[config.mk]
export PLATFORM = sky130hd
export DESIGN_NAME = strided_2d_index_generator
export DESIGN_NICKNAME = d
export VERILOG_FILES = /design/src/hdl/s2ig_pkg.sv /design/src/hdl/s2ig_next.sv /design/src/hdl/strided_2d_index_generator.sv
export SDC_FILE = /design/constraint.sdc
export NUM_CORES = 2
export LEC_CHECK = 0
export BUFFER_PORTS_ARGS = -buffer_cell sky130_fd_sc_hd__clkbuf_2
export CAP_MARGIN = 20
export CELL_PAD_IN_SITES_DETAIL_PLACEMENT = 1
export CELL_PAD_IN_SITES_GLOBAL_PLACEMENT = 2
export CORE_MARGIN = 4
export CORE_UTILIZATION = 38
export DETAILED_ROUTE_END_ITERATION = 8
export GPL_ROUTABILITY_DRIVEN = 0
export PLACE_DENSITY_LB_ADDON = 0.1
export SYNTH_ARGS = -nofsm -noshare
export SYNTH_HDL_FRONTEND = slang
export SYNTH_HIERARCHICAL = 1
export SYNTH_SLANG_ARGS = --single-unit
[constraint.sdc]
create_clock -name aclk -period 16.5 [get_ports aclk]
set_input_delay 3.3 -clock aclk [delete_from_list [all_inputs] [get_ports aclk]]
set_output_delay 3.3 -clock aclk [all_outputs]
set_load 0.03 [all_outputs]
[src/hdl/s2ig_pkg.sv]
`timescale 1ns / 1ps
// Shared types and constants for the strided 2-D index generator.
// No dependencies; imported by s2ig_next and strided_2d_index_generator.
package s2ig_pkg;

    localparam int unsigned ExtW   = 17;
    localparam int unsigned CoordW = 16;
    localparam int unsigned IdxW   = 32;
    localparam int unsigned RegIdxW = 3;

    typedef enum logic [RegIdxW-1:0] {
        REG_ROW_EXTENT = 3'd0,
        REG_COL_EXTENT = 3'd1,
        REG_ROW_FIRST  = 3'd2,
        REG_ROW_STEP   = 3'd3,
        REG_ROW_LAST   = 3'd4,
        REG_COL_FIRST  = 3'd5,
        REG_COL_STEP   = 3'd6,
        REG_COL_LAST   = 3'd7
    } reg_idx_t;

    typedef struct packed {
        logic [ExtW-1:0]   row_extent;
        logic [ExtW-1:0]   col_extent;
        logic [CoordW-1:0] row_first;
        logic [CoordW-1:0] row_step;
        logic [CoordW-1:0] row_last;
        logic [CoordW-1:0] col_first;
        logic [CoordW-1:0] col_step;
        logic [CoordW-1:0] col_last;
    } win_cfg_t;

    typedef struct packed {
        logic [CoordW-1:0] row;
        logic [CoordW-1:0] col;
        logic [IdxW-1:0]   base;
        logic              in_progress;
    } cursor_t;

    typedef struct packed {
        logic [IdxW-1:0] flat_index;
        logic            is_final;
        logic            bad_window;
    } result_t;

    localparam win_cfg_t CfgReset = '{
        row_extent: 17'd1,
        col_extent: 17'd1,
        row_first:  16'd0,
        row_step:   16'd1,
        row_last:   16'd0,
        col_first:  16'd0,
        col_step:   16'd1,
        col_last:   16'd0
    };

endpackage

[src/hdl/s2ig_next.sv]
`timescale 1ns / 1ps
// Next-element logic: window check, cursor advance and flat index.
// Depends on s2ig_pkg.
module s2ig_next #(
    parameter int unsigned MAX_EXTENT = 65536
) (
    input  s2ig_pkg::win_cfg_t cfg,
    input  s2ig_pkg::cursor_t  cur,
    input  logic               restart,
    output s2ig_pkg::cursor_t  nxt,
    output s2ig_pkg::result_t  res
);
    import s2ig_pkg::*;

    localparam logic [ExtW-1:0] MaxExt = ExtW'(MAX_EXTENT);

    logic                window_ok;
    logic [CoordW:0]     col_sum;
    logic [CoordW:0]     row_sum;
    logic [CoordW:0]     new_col_sum;
    logic [CoordW:0]     new_row_sum;
    logic [IdxW:0]       first_prod;
    logic [IdxW:0]       stride_prod;
    logic                is_final;

    always_comb begin
        window_ok = 1'b1;
        if (cfg.row_extent == '0 || cfg.row_extent > MaxExt) window_ok = 1'b0;
        if (cfg.col_extent == '0 || cfg.col_extent > MaxExt) window_ok = 1'b0;
        if (cfg.row_step == '0 || cfg.col_step == '0) window_ok = 1'b0;
        if (cfg.row_first > cfg.row_last || cfg.col_first > cfg.col_last) window_ok = 1'b0;
        if ({1'b0, cfg.row_last} >= cfg.row_extent) window_ok = 1'b0;
        if ({1'b0, cfg.col_last} >= cfg.col_extent) window_ok = 1'b0;
    end

    // both products depend on configuration only
    assign first_prod  = (IdxW+1)'(cfg.row_first * cfg.col_extent);
    assign stride_prod = (IdxW+1)'(cfg.row_step * cfg.col_extent);

    assign col_sum = {1'b0, cur.col} + {1'b0, cfg.col_step};
    assign row_sum = {1'b0, cur.row} + {1'b0, cfg.row_step};

    always_comb begin
        nxt = cur;
        if (!window_ok) begin
            nxt.in_progress = 1'b0;
        end else if (restart || !cur.in_progress) begin
            nxt.row  = cfg.row_first;
            nxt.col  = cfg.col_first;
            nxt.base = first_prod[IdxW-1:0];
        end else if (col_sum <= {1'b0, cfg.col_last}) begin
            nxt.col = col_sum[CoordW-1:0];
        end else begin
            // a row step only happens inside the window, so the base
            // can move by a fixed stride without a fresh multiply
            nxt.col  = cfg.col_first;
            nxt.row  = row_sum[CoordW-1:0];
            nxt.base = cur.base + stride_prod[IdxW-1:0];
        end

        new_col_sum = {1'b0, nxt.col} + {1'b0, cfg.col_step};
        new_row_sum = {1'b0, nxt.row} + {1'b0, cfg.row_step};
        is_final    = (new_col_sum > {1'b0, cfg.col_last})
                   && (new_row_sum > {1'b0, cfg.row_last});

        if (window_ok) begin
            nxt.in_progress = !is_final;
            res.flat_index  = nxt.base + {{(IdxW-CoordW){1'b0}}, nxt.col};
            res.is_final    = is_final;
            res.bad_window  = 1'b0;
        end else begin
            res.flat_index  = '0;
            res.is_final    = 1'b1;
            res.bad_window  = 1'b1;
        end
    end

endmodule

[src/hdl/strided_2d_index_generator.sv]
`timescale 1ns / 1ps
// Strided 2-D index generator. Each beat on the s_ channel asks for one
// element of a start:step:last window over a row-major array and returns
// one beat on the m_ channel with its flat index (row * col_extent + col),
// the column running fastest. The last element is flagged is_final and the
// following request wraps to the first; s_restart=1 always starts at the
// first element. An invalid window (zero step, first above last, last
// outside the extent, extent zero or above MAX_EXTENT) returns index 0 with
// is_final and bad_window set. Throughput is one index per clock while the
// receiver keeps m_ready high, and each result is registered in the cycle
// after its request is accepted: a single pass of add/compare logic plus a
// configuration-only multiply sits between the cursor state and the output
// register, and a new request is taken whenever the output register is empty
// or being drained. Any register write restarts the sequence; write only
// while no request is outstanding. Depends on s2ig_pkg and s2ig_next.
module strided_2d_index_generator #(
    parameter int unsigned MAX_EXTENT = 65536
) (
    input  logic                               aclk,
    input  logic                               aresetn,
    input  logic                               cfg_wr_en,
    input  logic [s2ig_pkg::RegIdxW-1:0]       cfg_index,
    input  logic [s2ig_pkg::ExtW-1:0]          cfg_wdata,
    input  logic                               s_valid,
    output logic                               s_ready,
    input  logic                               s_restart,
    output logic                               m_valid,
    input  logic                               m_ready,
    output logic [s2ig_pkg::IdxW-1:0]          m_flat_index,
    output logic                               m_is_final,
    output logic                               m_bad_window
);
    import s2ig_pkg::*;

    win_cfg_t cfg_reg;
    win_cfg_t cfg_next;
    cursor_t  cur_reg;
    cursor_t  cur_next;
    cursor_t  step_cur;
    result_t  step_res;
    result_t  res_reg;
    logic     m_valid_reg;
    logic     s_beat;

    assign s_ready = !m_valid_reg || m_ready;
    assign s_beat  = s_valid && s_ready;

    s2ig_next #(
        .MAX_EXTENT(MAX_EXTENT)
    ) u_next (
        .cfg     (cfg_reg),
        .cur     (cur_reg),
        .restart (s_restart),
        .nxt     (step_cur),
        .res     (step_res)
    );

    always_comb begin
        cfg_next = cfg_reg;
        cur_next = cur_reg;
        if (s_beat) begin
            cur_next = step_cur;
        end
        if (cfg_wr_en) begin
            unique case (reg_idx_t'(cfg_index))
                REG_ROW_EXTENT: cfg_next.row_extent = cfg_wdata;
                REG_COL_EXTENT: cfg_next.col_extent = cfg_wdata;
                REG_ROW_FIRST:  cfg_next.row_first  = cfg_wdata[CoordW-1:0];
                REG_ROW_STEP:   cfg_next.row_step   = cfg_wdata[CoordW-1:0];
                REG_ROW_LAST:   cfg_next.row_last   = cfg_wdata[CoordW-1:0];
                REG_COL_FIRST:  cfg_next.col_first  = cfg_wdata[CoordW-1:0];
                REG_COL_STEP:   cfg_next.col_step   = cfg_wdata[CoordW-1:0];
                REG_COL_LAST:   cfg_next.col_last   = cfg_wdata[CoordW-1:0];
                default:        cfg_next = cfg_reg;
            endcase
            cur_next.in_progress = 1'b0;
        end
    end

    always_ff @(posedge aclk) begin
        if (!aresetn) begin
            cfg_reg     <= CfgReset;
            cur_reg     <= '0;
            m_valid_reg <= 1'b0;
        end else begin
            cfg_reg <= cfg_next;
            cur_reg <= cur_next;
            if (s_beat) begin
                m_valid_reg <= 1'b1;
            end else if (m_ready) begin
                m_valid_reg <= 1'b0;
            end
        end
    end

    always_ff @(posedge aclk) begin
        if (s_beat) begin
            res_reg <= step_res;
        end
    end

    assign m_valid      = m_valid_reg;
    assign m_flat_index = res_reg.flat_index;
    assign m_is_final   = res_reg.is_final;
    assign m_bad_window = res_reg.bad_window;

`ifndef SYNTHESIS
    a_bad_result: assert property (@(posedge aclk) disable iff (!aresetn)
        m_valid && m_bad_window |-> m_is_final && m_flat_index == '0)
        else $error("bad window beat without final flag or zero index");

    a_accept_fills: assert property (@(posedge aclk) disable iff (!aresetn)
        s_valid && s_ready |=> m_valid)
        else $error("accepted request produced no result beat");

    a_final_ends_run: assert property (@(posedge aclk) disable iff (!aresetn)
        s_valid && s_ready && step_res.is_final |=> !cur_reg.in_progress)
        else $error("sequence still running after final element");

    a_cfg_restarts: assert property (@(posedge aclk) disable iff (!aresetn)
        cfg_wr_en |=> !cur_reg.in_progress)
        else $error("register write did not restart the sequence");
`endif

endmodule

==> out/qor.json <==
{
  "postSynthAreaPerCell": {"value": 8.38, "unit": "sq um"},
  "ant_nets": {"value": 0},
  "n_fill_cell": {"value": 10715},
  "slew_headroom": {"value": 33.2, "unit": "%"},
  "most_common_cell_in_the_netlist": {"value": "sky130_fd_sc_hd__inv_1"},
  "cts-root-to-sink-buffers": {"value": 3},
  "vias_per_cell": {"value": 5.40},
  "min_clock_period_post_route": {"value": 9.34, "unit": "ns"},
  "synthFlopType": {"value": "sky130_fd_sc_hd__dfxtp_1"},
  "reg2reg_from": {"value": "cfg_reg[17]$_SDFFE_PN0P_"},
  "clock-skew-final": {"value": 0.0328, "unit": "ns"},
  "drt-initial-drc-count": {"value": 1379},
  "relative_area_change_from_synthesis_to_final_layout": {"value": 7.24, "unit": "%"},
  "timing.critical_path.required": {"value": 16.99, "unit": "ns"},
  "core_area": {"value": 90100, "unit": "sq um"},
  "min_path_type": {"value": "register to register"},
  "grt_remaining_overflow": {"value": 0},
  "number_of_flip_flops_under_the_largest_register_name": {"value": 130},
  "critical_path.slowest_cell": {"value": "sky130_fd_sc_hd__o21ai_0"},
  "final_layout_size_suffix_gt1_share": {"value": 6.08, "unit": "%"},
  "grt_first_pass_wirelength": {"value": 192, "unit": "mm"},
  "multiInputGateArea": {"value": 26400, "unit": "sq um"},
  "cts_sinks": {"value": 230},
  "numCtsBuffers": {"value": 29},
  "worst_reg2reg_setup_slack": {"value": 7.16, "unit": "ns"},
  "ioPinCount": {"value": 62},
  "ctsHtreeMaxLevel": {"value": 1},
  "std_cell_rows": {"value": 110},
  "async_reset_ff_share": {"value": 0, "unit": "%"},
  "floorplan.die.width": {"value": 310, "unit": "um"},
  "track_usage": {"value": 26.7, "unit": "%"},
  "synth_top_cell_area_share": {"value": 26.0, "unit": "%"},
  "timing.reg2reg.worst_path_depth": {"value": 41},
  "clk_pin_slew_worst_paths": {"value": 0.07, "unit": "ns"},
  "post_cts_buffers": {"value": 0},
  "timing_worst_setup_path_type": {"value": "register to register"},
  "post_cts_resized": {"value": 0},
  "report.final.slew_viol_count": {"value": 0},
  "final-hold-violation-count": {"value": 0},
  "fin_util": {"value": 41.2, "unit": "%"},
  "crit_path_end": {"value": "cur_reg[0]$_SDFFE_PP0P_"},
  "syn_inst": {"value": 4130},
  "floorplan.die_area": {"value": 96000, "unit": "sq um"},
  "antenna_found_initial": {"value": 8},
  "firstDrtPassIters": {"value": 5},
  "ys_top_cells_by_count": {"value": "655 x sky130_fd_sc_hd__inv_1, 602 x sky130_fd_sc_hd__nand2_1, 450 x sky130_fd_sc_hd__fa_1"},
  "start_util": {"value": 38.4, "unit": "%"},
  "port_buffers": {"value": 61},
  "crit_arrival": {"value": 9.83, "unit": "ns"},
  "power_density": {"value": 55.9, "unit": "nW/um^2"},
  "first_global_vias": {"value": 30563},
  "die_height": {"value": 310, "unit": "um"},
  "routed_wire_length_per_instance": {"value": 24.0, "unit": "um"},
  "clock.fmax": {"value": 107, "unit": "MHz"},
  "root_buffer": {"value": "sky130_fd_sc_hd__clkbuf_16"},
  "numPlacedInstances": {"value": 5235},
  "finish.net_count": {"value": 4959},
  "post_synth_main_area_contributors": {"value": "sky130_fd_sc_hd__fa_1 26%, sky130_fd_sc_hd__ha_1 14%, sky130_fd_sc_hd__dfxtp_1 11%"},
  "outcome": {"value": "completed"},
  "vdd_drop_max": {"value": 0.0000805, "unit": "V"},
  "yosys_warnings": {"value": 6},
  "finalSetupTns": {"value": 0, "unit": "ns"},
  "tritoncts": {"value": "done"},
  "dp_hpwl": {"value": 95.7, "unit": "mm"},
  "mappedNetlistArea": {"value": 34600, "unit": "sq um"},
  "worst_path_largest_cell_delay": {"value": 0.66, "unit": "ns"},
  "post-route-drc-count": {"value": 0},
  "worstSetupEndpointType": {"value": "register"},
  "grt_max_degree": {"value": 85},
  "synth_edf_count": {"value": 34},
  "clkLatencyLatePin": {"value": 0.59, "unit": "ns"},
  "seq_area_frac_synth": {"value": 14.3, "unit": "%"},
  "power.static_leakage": {"value": 0.0168, "unit": "uW"},
  "routed_wirelength": {"value": 127, "unit": "mm"},
  "synthDominantAreaCellType": {"value": "sky130_fd_sc_hd__fa_1"},
  "max_cap_violations": {"value": 0},
  "crit_start": {"value": "cfg_reg[17]$_SDFFE_PN0P_"},
  "cp_launch_type": {"value": "register"},
  "rsz0062_at_grt": {"value": "false"},
  "final.period_utilization": {"value": 56.6, "unit": "%"},
  "number_of_unique_standard_cell_types_used_by_synthesis": {"value": 80},
  "via_count": {"value": 28546},
  "synthesized_nets": {"value": 4999},
  "tightest_slew": {"value": 0.998, "unit": "ns"},
  "crit_path_max_fanout": {"value": 21},
  "timing.final.setup_violations": {"value": 0},
  "cts_hold_repair.buffers": {"value": 0},
  "timing.rr.end": {"value": "cur_reg[0]$_SDFFE_PP0P_"},
  "synth_seq_cells": {"value": 230},
  "final-seq-area": {"value": 4940, "unit": "sq um"},
  "fin_cells": {"value": 5290}
}
worst max-delay path: cells and delay by family, from the launching register on:
kind	cells	cell delay (ns)
mux	2	0.29
compound gates	23	4.94
fa+ha+maj	4	1.25
flops	1	0.50
simple gates	9	1.62
buf+inv	1	0.36
xor+xnor	2	0.27
report_power, final:
part | switching [uW] | internal [uW] | leakage, uW
combinational | 512 | 244 | 0.0144
clock | 285 | 404 | 0.000491
sequential | 28.4 | 602 | 0.00193
logic make-up after synthesis:
kind of cell | share of synthesized area (%)
AND/OR/NAND/NOR | 18.4
multiplexers | 2.61
AO/OA/AOI/OAI | 11.9
adder cells (fa/ha/maj) | 40.2
buffers and inverters | 9.63
XOR/XNOR | 2.96
flip-flops | 14.3
worst min path at each step:
| stage | from | to | depth (start not counted) | slack [ns] |
|---|---|---|---|---|
| 2_1_floorplan | cur_reg[10]$_SDFFE_PN0P_ | cur_reg[10]$_SDFFE_PN0P_ | 2 | 0.43 |
| 3_3_place_gp | cur_reg[11]$_SDFFE_PN0P_ | cur_reg[11]$_SDFFE_PN0P_ | 2 | 0.44 |
| 3_5_place_dp | cur_reg[13]$_SDFFE_PN0P_ | cur_reg[13]$_SDFFE_PN0P_ | 2 | 0.45 |
| 4_1_cts | cur_reg[13]$_SDFFE_PN0P_ | cur_reg[13]$_SDFFE_PN0P_ | 2 | 0.46 |
| 5_1_grt | cur_reg[9]$_SDFFE_PN0P_ | cur_reg[9]$_SDFFE_PN0P_ | 2 | 0.48 |
| 6_report | cur_reg[13]$_SDFFE_PN0P_ | cur_reg[13]$_SDFFE_PN0P_ | 2 | 0.46 |
cells in the final DEF (no fill, tap or decap), drive strengths merged, types with 19 or more instances in the layout:
master  netlist  routed
inv         655     656
nand2       602     602
fa          450     450
ha          393     393
o21ai       249     249
and2        213     213
dfxtp       196     196
nand3       163     163
a21oi       151     151
nor2        134     134
clkbuf      174      93
mux2i        89      89
buf          34      77
xnor2        74      74
xor2         43      43
a21o         41      41
edfxtp       34      34
o21a         34      34
nor3         33      33
nor4         28      28
nand4        27      27
o211ai       23      23
a211oi       21      21
nand2b       19      19
a31oi        19      19
per-stage QoR:
stage | area, sq um | setup WS (ns) | hold WS (ns) | power (uW)
global placement | 36100 | 7.17 | 0.445 | 1390
CTS | 37100 | 7.16 | 0.461 | 2090
global route | 37100 | 6.49 | 0.480 | 2190
detailed placement | 36100 | 7.07 | 0.451 | 1390
finish | 37100 | 7.16 | 0.461 | 2080
floorplan | 34600 | 7.48 | 0.435 | 1110
per-layer routing:
metal | part of all wire [%] | wire (um) | GRT usage (%) | vias to the layer above
li1 | - | - | - | 13354
met1 | 43 | 55000 | 34.3 | 14554
met2 | 49 | 62500 | 47.4 | 490
met3 | 4.2 | 5390 | 3.04 | 144
met4 | 3.2 | 4110 | 7.61 | 4
met5 | 0.017 | 21 | 0 | -
area by class of cell:
| class | instances | share of cell area (%) |
|---|---|---|
| inverters | 656 | 6.63 |
| well taps | 1176 | 3.96 |
| repair buffers | 137 | 2.40 |
| diodes | 2 | 0.0135 |
| flip-flops and latches | 230 | 13.3 |
| clock buffers | 33 | 2.02 |
| clock inverters | 20 | 0.643 |
| multi-input cells | 3036 | 71.0 |
Power figures use the tool's default switching activity.
